<file path="config.mk">
export PLATFORM = sky130hd
export DESIGN_NAME = oaht_ram
export DESIGN_NICKNAME = d
export VERILOG_FILES = /design/src/hdl/oaht_ram.sv
export SDC_FILE = /design/constraint.sdc
export NUM_CORES = 1
export LEC_CHECK = 0
export BUFFER_PORTS_ARGS = -buffer_cell sky130_fd_sc_hd__buf_2
export CAP_MARGIN = 20
export CORE_ASPECT_RATIO = 1.75
export CORE_MARGIN = 2
export CORE_UTILIZATION = 35
export CTS_CLUSTER_DIAMETER = 100
export DETAILED_ROUTE_END_ITERATION = 8
export PLACE_DENSITY = 0.53
export SLEW_MARGIN = 5
export SYNTH_ARGS = -nofsm -noshare
export SYNTH_HDL_FRONTEND = slang
export SYNTH_SLANG_ARGS = --single-unit
</file>
<file path="constraint.sdc">
create_clock -name clk -period 2.2 [get_ports clk]
set_input_delay 0.44 -clock clk [delete_from_list [all_inputs] [get_ports clk]]
set_output_delay 0.44 -clock clk [all_outputs]
set_load 0.05 [all_outputs]
</file>
<file path="src/hdl/oaht_ram.sv">
// Generic single-write, single-read RAM with registered read data.
`timescale 1ns / 1ps
module oaht_ram #(
	parameter int WIDTH = 8,
	parameter int DEPTH = 16
) (
	input  logic                     clk,
	input  logic                     we,
	input  logic [$clog2(DEPTH)-1:0] waddr,
	input  logic [WIDTH-1:0]         wdata,
	input  logic [$clog2(DEPTH)-1:0] raddr,
	output logic [WIDTH-1:0]         rdata
);
	logic [WIDTH-1:0] mem [DEPTH];

	always_ff @(posedge clk) begin
		if (we) begin
			mem[waddr] <= wdata;
		end
		rdata <= mem[raddr];
	end
endmodule

</file>
== Yosys cells after proc, flatten, opt, wreduce, memory -nomap -nowiden ==
Memories as Yosys holds them, arrays and structs flattened. A register that Yosys moved wholly into a read port is not among the register bits.
Cells that the tools add are included.

* Bits in registers: 0
* Memory bits (writable): 128
* Input bits: 18
* Output and inout port bits: 8
* Logic and storage cells: 3
* Memories kept: 1

{| class="wikitable"
|+ Memory list
! name !! words !! width !! rd ports !! clocked after Yosys merged registers in !! write ports !! RTL line !! text
|-
| mem || 16 || 8 || 1 || 1 || 1 || 14 || <nowiki>logic [WIDTH-1:0] mem [DEPTH];</nowiki>
|}

* Multiplexer cells: 2

{| class="wikitable"
|+ Operator list
! kind !! number
|-
| $mux W1 || 2
|}

== Longest topological paths before layout ==
Gate-level depths: netlist of the first run.

* Depth after elaboration: 2
* Depth in mapped cells: 5
* Gate-level depth less buffers: 3

== Worst setup path after synthesis of the first run ==
Ideal clock, no wire load.

* Path type: input port to flip-flop
* Start point: input port waddr[2]
* End point: memory mem[0][0], enable pin
* Library setup time: 0.383 ns
* Arrival: 1.550 ns
* Required time: 1.817 ns
* Setup slack: 0.267 ns
* Cell stages on the path: 2
* Path buffers: 0
* Path through: or3b_2 > nor3_1

{| class="wikitable"
|+ RTL lines
! item !! RTL line !! text
|-
| start, declared || 9 || <nowiki>input logic [$clog2(DEPTH)-1:0] waddr,</nowiki>
|-
| end, declared || 14 ||
|}

No word-level cell before the write port.

== Worst setup path in the final report of the first run ==
* Start point: register rdata[4], read port of mem
* End point: output port rdata[4]

{| class="wikitable"
|+ RTL lines
! item !! RTL line !! text
|-
| start, declared || 12 || <nowiki>output logic [WIDTH-1:0] rdata</nowiki>
|}

No word-level cell between the ends.

==> results of run 1 <==
-- worst register-to-register path, delay by kind of cell, from the launching register on --
| family | cells | cell delay, ps |
|---|---|---|
| muxes | 1 | 470 |
| AOI/OAI and AO/OA | 1 | 270 |
| DFF | 1 | 350 |
| and+or+nand+nor | 1 | 100 |
-- routing by layer --
| layer | vias up | GRT usage, % |
|---|---|---|
| li1 | 1093 | - |
| met1 | 1267 | 17.0 |
| met2 | 62 | 26.4 |
| met3 | 8 | 2.97 |
| met4 | 0 | 6.43 |
| met5 | - | 0 |
-- power breakdown --
| part | total, mW | switching (mW) | internal (mW) |
|---|---|---|---|
| registers | 2.91 | 0.0153 | 2.90 |
| clock network | 2.77 | 0.978 | 1.79 |
| logic | 0.334 | 0.211 | 0.123 |
-- registers in the layout, summed over array words and instances (netlist names) --
signal / cells
mem: 128
rdata: 8
-- through the flow --
stage               std cells  setup slack (ps)  hold slack, ps
finish                    482               725             413
global route              482               654             415
CTS                       482               671             405
detailed placement        450               320             660
global placement          450               313             647
floorplan                 229               267             539
-- worst paths after layout --
| path | depth (start not counted) | to | startpoint | slack (ps) |
|---|---|---|---|---|
| hold reg to reg | 3 | rdata[1] | mem[12][1] | 670 |
| setup / recovery | 1 | rdata[4] | rdata[4] | 730 |
| hold / removal | 1 | mem[7][7] | wdata[7] | 410 |
| setup reg to reg | 3 | rdata[7] | mem[3][7] | 890 |
-- cell families (layout without fill, tap and decap cells) --
group	Yosys count	count (layout)
muxes	32	32
buffers and inverters	10	83
and+or+nand+nor	35	35
AOI/OAI and AO/OA	16	16
DFF	136	136
-- synthesized netlist by cell type --
| cell | instances |
|---|---|
| mux4_2 | 18 |
| dfxtp_1 | 8 |
| and2b_1 | 1 |
| nand3b_1 | 2 |
| clkdlybuf4s25_2 | 3 |
| nor2b_1 | 1 |
| nor2_1 | 13 |
| a22oi_1 | 16 |
| buf_4 | 1 |
| nand2b_1 | 2 |
| or3b_2 | 1 |
| buf_2 | 3 |
| edfxtp_1 | 128 |
| and2_1 | 1 |
| nand3_1 | 1 |
| nor3_1 | 4 |
| buf_6 | 3 |
| nand2_1 | 9 |
| mux4_1 | 14 |
-- area by class of cell --
type | count | area, um2 | area share, %
clock inverter | 11 | 130 | 2.09
sequential | 136 | 4000 | 64.5
clock buffer | 21 | 450 | 7.25
tap | 180 | 225 | 3.63
timing repair buffer | 51 | 345 | 5.56
multi-input combinational | 83 | 1060 | 17.0
-- cells in the final DEF, fill, tap and decap left out --
cell / instances
edfxtp_1: 128
buf_2: 25
buf_4: 24
mux4_2: 18
clkbuf_16: 17
a22oi_1: 16
mux4_1: 14
nor2_1: 13
nand2_1: 9
dfxtp_1: 8
clkinv_2: 5
nor3_1: 4
clkbuf_1: 3
bufinv_16: 3
nand3b_1: 2
nand2b_1: 2
clkinv_1: 2
buf_12: 2
nor2b_1: 1
and2_1: 1
and2b_1: 1
nand3_1: 1
or3b_2: 1
clkbuf_8: 1
clkinvlp_4: 1
==> impl_metrics.tcl, run 1 <==
set metrics [dict create \
    ys_types 19 \
    post_cts_buffers 0 \
    start_util_pct 35.8 \
    cts_resized 0 \
    cp_max_fo 1 \
    grt_pass1_vias 2659 \
    cts_root_buf "clkbuf_16" \
    fin_setup_tns_ps 0 \
    worstPathRequired_ps 1760 \
    drive_above_1_share_pct 32.1 \
    grt_usage_pct 14.8 \
    n_antenna_cell 0 \
    grt_max_degree 21 \
    yosys.area_share.simple_pct 3.18 \
    synthTopCellsByArea "edfxtp_1 (75%), mux4_2 (7.9%), mux4_1 (7.1%), dfxtp_1 (3.1%), a22oi_1 (2.3%)" \
    utilization_pct 43.2 \
    antenna_found_initial 0 \
    path_buf_inv 1 \
    relSlewSlack_pct 74.1 \
    cts_tree "yes" \
    start_kind "register" \
    critPathMaxStageDelay_ps 350 \
    place.gp.congestion 0.725 \
    dr.max_layer_used "met4" \
    h-tree-depth 4 \
    p_leak_nw 2.13 \
    ant_nets 0 \
    syn-instance-count 229 \
    fin_nets 307 \
    fp.coreArea_mm2 0.0144 \
    die_area_mm2 0.0157 \
    synthMuxAreaShare_pct 15.0 \
    cap_violations 0 \
    critical-path-slowest-cell "dfxtp_1" \
    route.met3.wl_um 381 \
    yosys.area_share.xor_xnor_pct 0 \
    grt_pass1_wl_um 16100 \
    tightest_slew_ps 389 \
    grt-ovfl-total 0 \
    finalSetupViolCount 0 \
    crit_type "register to primary output" \
    drtIter0Drc 136 \
    cts_made_buffers 17 \
    cp_top_family "flip-flops" \
    via_per_inst 5.04 \
    final_area_mm2 0.00621 \
    end_kind "primary output" \
    ios 26 \
    wl_met1_um 4000 \
    hold_buffers 0 \
    ir_drop_mv 0.540 \
    clk_path_buf_depth 2 \
    power.density_mw_per_mm2 969 \
    yosysTopAreaCellShare_pct 74.7 \
    die_x_um 95.7 \
    path_cells "buf_2" \
    area_delta_synth_final_pct 20.7 \
    placed_area_mm2 0.00563 \
    status "complete, no violations" \
    fin_crit_sh_pct 67.0 \
    cts.clk_slew.worst_paths_ps 50 \
    dr.pass1.iters 4 \
    finalCriticalPeriod_ps 1470 \
    syn_area_mm2 0.00515 \
    drt-total-wl_um 10400 \
    synth_area_leader_cell "edfxtp_1" \
    rsz0062_at_grt "no" \
    synth.avg_cell_area_um2 22.5 \
    port_buffers 25 \
    ys_ff_latch 136 \
    hp-class "input port to register" \
    seq_area_frac_synth_pct 77.8 \
    drc_errors 0 \
    cp.arrival_ps 1030 \
    wl_met2_um 5900 \
    synthesis.nets 247 \
    final-max-slew-violation-count 0 \
    insertion_delay_ps 410 \
    dieHeight_um 164 \
    timing.fmax_mhz 678 \
    core.rowCount 58 \
    route.vias.total 2430 \
    ys_warn_count 0 \
    synth_fa_ha_area_share_pct 0 \
    synth_top_family_by_area "multiplexers" \
    cts.sinks 136 \
    num-fill-cells 1266 \
    hold_viol 0 \
    p_total_mw 6.02 \
    wire_per_inst_um 21.6 \
    place_hpwl_um 7150 \
    synth-compound-area-share_pct 2.33 \
    clock-skew-final_ps 6.93 \
]
No activity file was read; power rests on OpenSTA's default activity.
==> run 2, diff against run 1 <==
Settings changed: ABC_AREA set to 1, PLACE_DENSITY 0.53 to 0.55.
Clock period 2.2 ns to 1.2 ns, I/O delays scaled along.
==> run 2 against run 1 <==
- first-iteration DRC count rose by 55%
- cell count rose by 69%
- register-to-register slack got worse by 780 ps
- combinational power rose to 2.5 times the previous value
- sequential share of layout area fell by 6.8 points
- sequential power rose by 84%
- clock power rose by 82%
- count of clock-buffer cells in the layout fell by 3
- critical path type unchanged
- critical endpoint unchanged
- largest power group unchanged
- highest routed layer unchanged
==> impl_metrics.tcl, run 2 <==
set metrics [dict create \
    status "complete, no violations" \
    multi_input_area_mm2 0.00121 \
    grt_pass1_wl_um 21400 \
    wl_met1_um 5000 \
    place_hpwl_um 9480 \
    synth.most_common_cell "nand2_1" \
    hold_slack_ps 243 \
    critPathMaxStageDelay_ps 360 \
    antenna_found_initial 0 \
    ir_drop_mv 0.882 \
    seq_area_frac_synth_pct 69.4 \
    final_common_cell "nand2_1" \
    tightest_slew_ps 359 \
    relSlewSlack_pct 76.1 \
    cts_tree "yes" \
    n_antenna_cell 0 \
    synth_area_leader_cell "edfxtp_1" \
    grt_pass1_vias 3919 \
    cp_top_family "flip-flops" \
    ys_types 12 \
    area_delta_synth_final_pct 20.5 \
    yosysTopAreaCellShare_pct 66.7 \
    port_buffers 25 \
    finalCriticalPeriod_ps 1180 \
    synthArstFlopShare_pct 0 \
    route.met3.wl_um 501 \
    via_per_inst 4.71 \
    cts_made_buffers 17 \
    core.rowCount 62 \
    hp-class "input port to register" \
    route.vias.total 3830 \
    cts.sinks 136 \
    place.detailed.instances 782 \
    worstPathRequired_ps 960 \
    synth-edff-count 128 \
    path_buf_inv 1 \
    critical-path-slowest-cell "dfxtp_2" \
    cap_violations 0 \
    p_int_mw 8.65 \
    drtIter0Drc 211 \
    rsz0062_at_grt "no" \
    start_kind "register" \
    clock-skew-final_ps 6.82 \
    insertion_delay_ps 420 \
    syn-instance-count 551 \
    dr.pass1.iters 4 \
    place.gp.congestion 0.831 \
    drc_errors 0 \
    largest_reg_flops 128 \
    synthesis.nets 569 \
    pwr-share-clk_pct 44.9 \
    power.density_mw_per_mm2 1620 \
    cp.arrival_ps 940 \
    grt_usage_pct 16.8 \
    p_comb_share_pct 7.5 \
    ys_warn_count 0 \
    end_kind "primary output" \
    drt-total-wl_um 13700 \
    syn_area_mm2 0.00577 \
    hold_viol 0 \
    finalSetupViolCount 0 \
    cp_max_fo 1 \
    h-tree-depth 4 \
    final-max-slew-violation-count 0 \
    fp.coreArea_mm2 0.0163 \
    synthTopCellsByCount "nand2_1 (173), edfxtp_1 (128), inv_1 (100), nand3_1 (97), nor2_1 (17)" \
    start_util_pct 35.4 \
    fin_cells 814 \
    dr.max_layer_used "met4" \
    timing.fmax_mhz 848 \
    num-fill-cells 1525 \
    regToRegSetupSlack_ps 110 \
    ios 26 \
    regArea_mm2 0.00401 \
    power.switching_mw 2.59 \
    fin_crit_sh_pct 98.3 \
    synth_flop_cell "edfxtp_1" \
    synth.avg_cell_area_um2 10.5 \
    mostFrequentLayoutCells "nand2_1 (173), edfxtp_1 (128), inv_1 (100)" \
    grt_max_degree 33 \
    die_area_mm2 0.0176 \
    drive_above_1_share_pct 15.8 \
    ant_nets 0 \
    grt-ovfl-total 0 \
    crit_type "register to primary output" \
    wl_met2_um 7630 \
    hold_buffers 0 \
    path_cells "buf_6" \
    die_x_um 101 \
    utilization_pct 42.6 \
    clk_path_buf_depth 2 \
    p_sw_share_pct 23.1 \
    p_total_mw 11.2 \
    synthTopCellsByArea "edfxtp_1 (67%), nand2_1 (11%), nand3_1 (8.4%), inv_1 (6.5%), dfxtp_1 (2.8%)" \
    cts_root_buf "clkbuf_16" \
    p_leak_nw 3.03 \
    ys_ff_latch 136 \
    cts.clk_slew.worst_paths_ps 60 \
    wire_per_inst_um 16.8 \
    dieHeight_um 174 \
    regMostFlops "mem" \
    largestRegisters "mem (128), rdata (8)" \
    p_seq_share_pct 47.6 \
    fin_nets 627 \
]
-- run 2: cell types whose count changed after synthesis, sizes merged, moves of 2 or more --
cell / change
a22oi: -16
buf: +17
clkdlybuf4s25: -3
inv: +102
mux4: -32
nand2: +164
nand2b: -2
nand3: +96
nor2: +4
nor3: -4
-- run 2: metrics by stage --
step / setup WS, ps / TNS [ps] / cell area [um2]
after CTS: 0.881 / 0 / 6940
final: 20.3 / 0 / 6950
after global routing: 1.70 / 0 / 6950
after detailed placement: -160 / -5840 / 6330
after floorplan: 9.16 / 0 / 5770
after global placement: -172 / -5450 / 6330
-- run 2: kinds of logic after synthesis --
| family | share of synthesized area (%) |
|---|---|
| and+or+nand+nor | 21.0 |
| DFF | 69.4 |
| buffers and inverters | 9.52 |
-- run 2: final timing paths --
check / start / to / cells past startpoint
worst max register to register: mem[9][1] / rdata[1] / 6
worst min-delay path: wdata[7] / mem[0][7] / 1
worst max-delay path: rdata[4] / rdata[4] / 1
worst min register to register: mem[12][1] / rdata[1] / 6
-- run 2: repair_timing --
item	in CTS	in global routing
hold endpoints to repair	0	0
gates resized for setup	13	2
setup buffers	0	0
endpoints found under the setup margin	8	2
pin swaps	0	0
-- run 2: power groups by stage --
stage / Clock, mW / Sequential, mW / Combinational (mW)
final: 5.05 / 5.35 / 0.840
after global routing: 5.35 / 5.36 / 0.922
after CTS: 5.15 / 5.35 / 0.849
after detailed placement: 0 / 5.44 / 0.820
after global placement: 0 / 5.44 / 0.810
after floorplan: 0 / 5.54 / 0.375
-- run 2: final cells by class --
cell class / count / share of cell area [%]
Timing Repair Buffer: 63 / 7.55
Clock inverter: 14 / 2.16
Sequential cell: 136 / 57.7
Clock buffer: 18 / 6.18
Tap cell: 192 / 3.46
Inverter: 102 / 5.51
Multi-Input combinational cell: 289 / 17.5
-- run 2: routing by layer --
metal | vias to the layer above | global-route usage (%)
met2 | 104 | 31.3
met1 | 1800 | 17.5
met3 | 28 | 2.78
met4 | 0 | 9.12
li1 | 1898 | -
met5 | - | 0
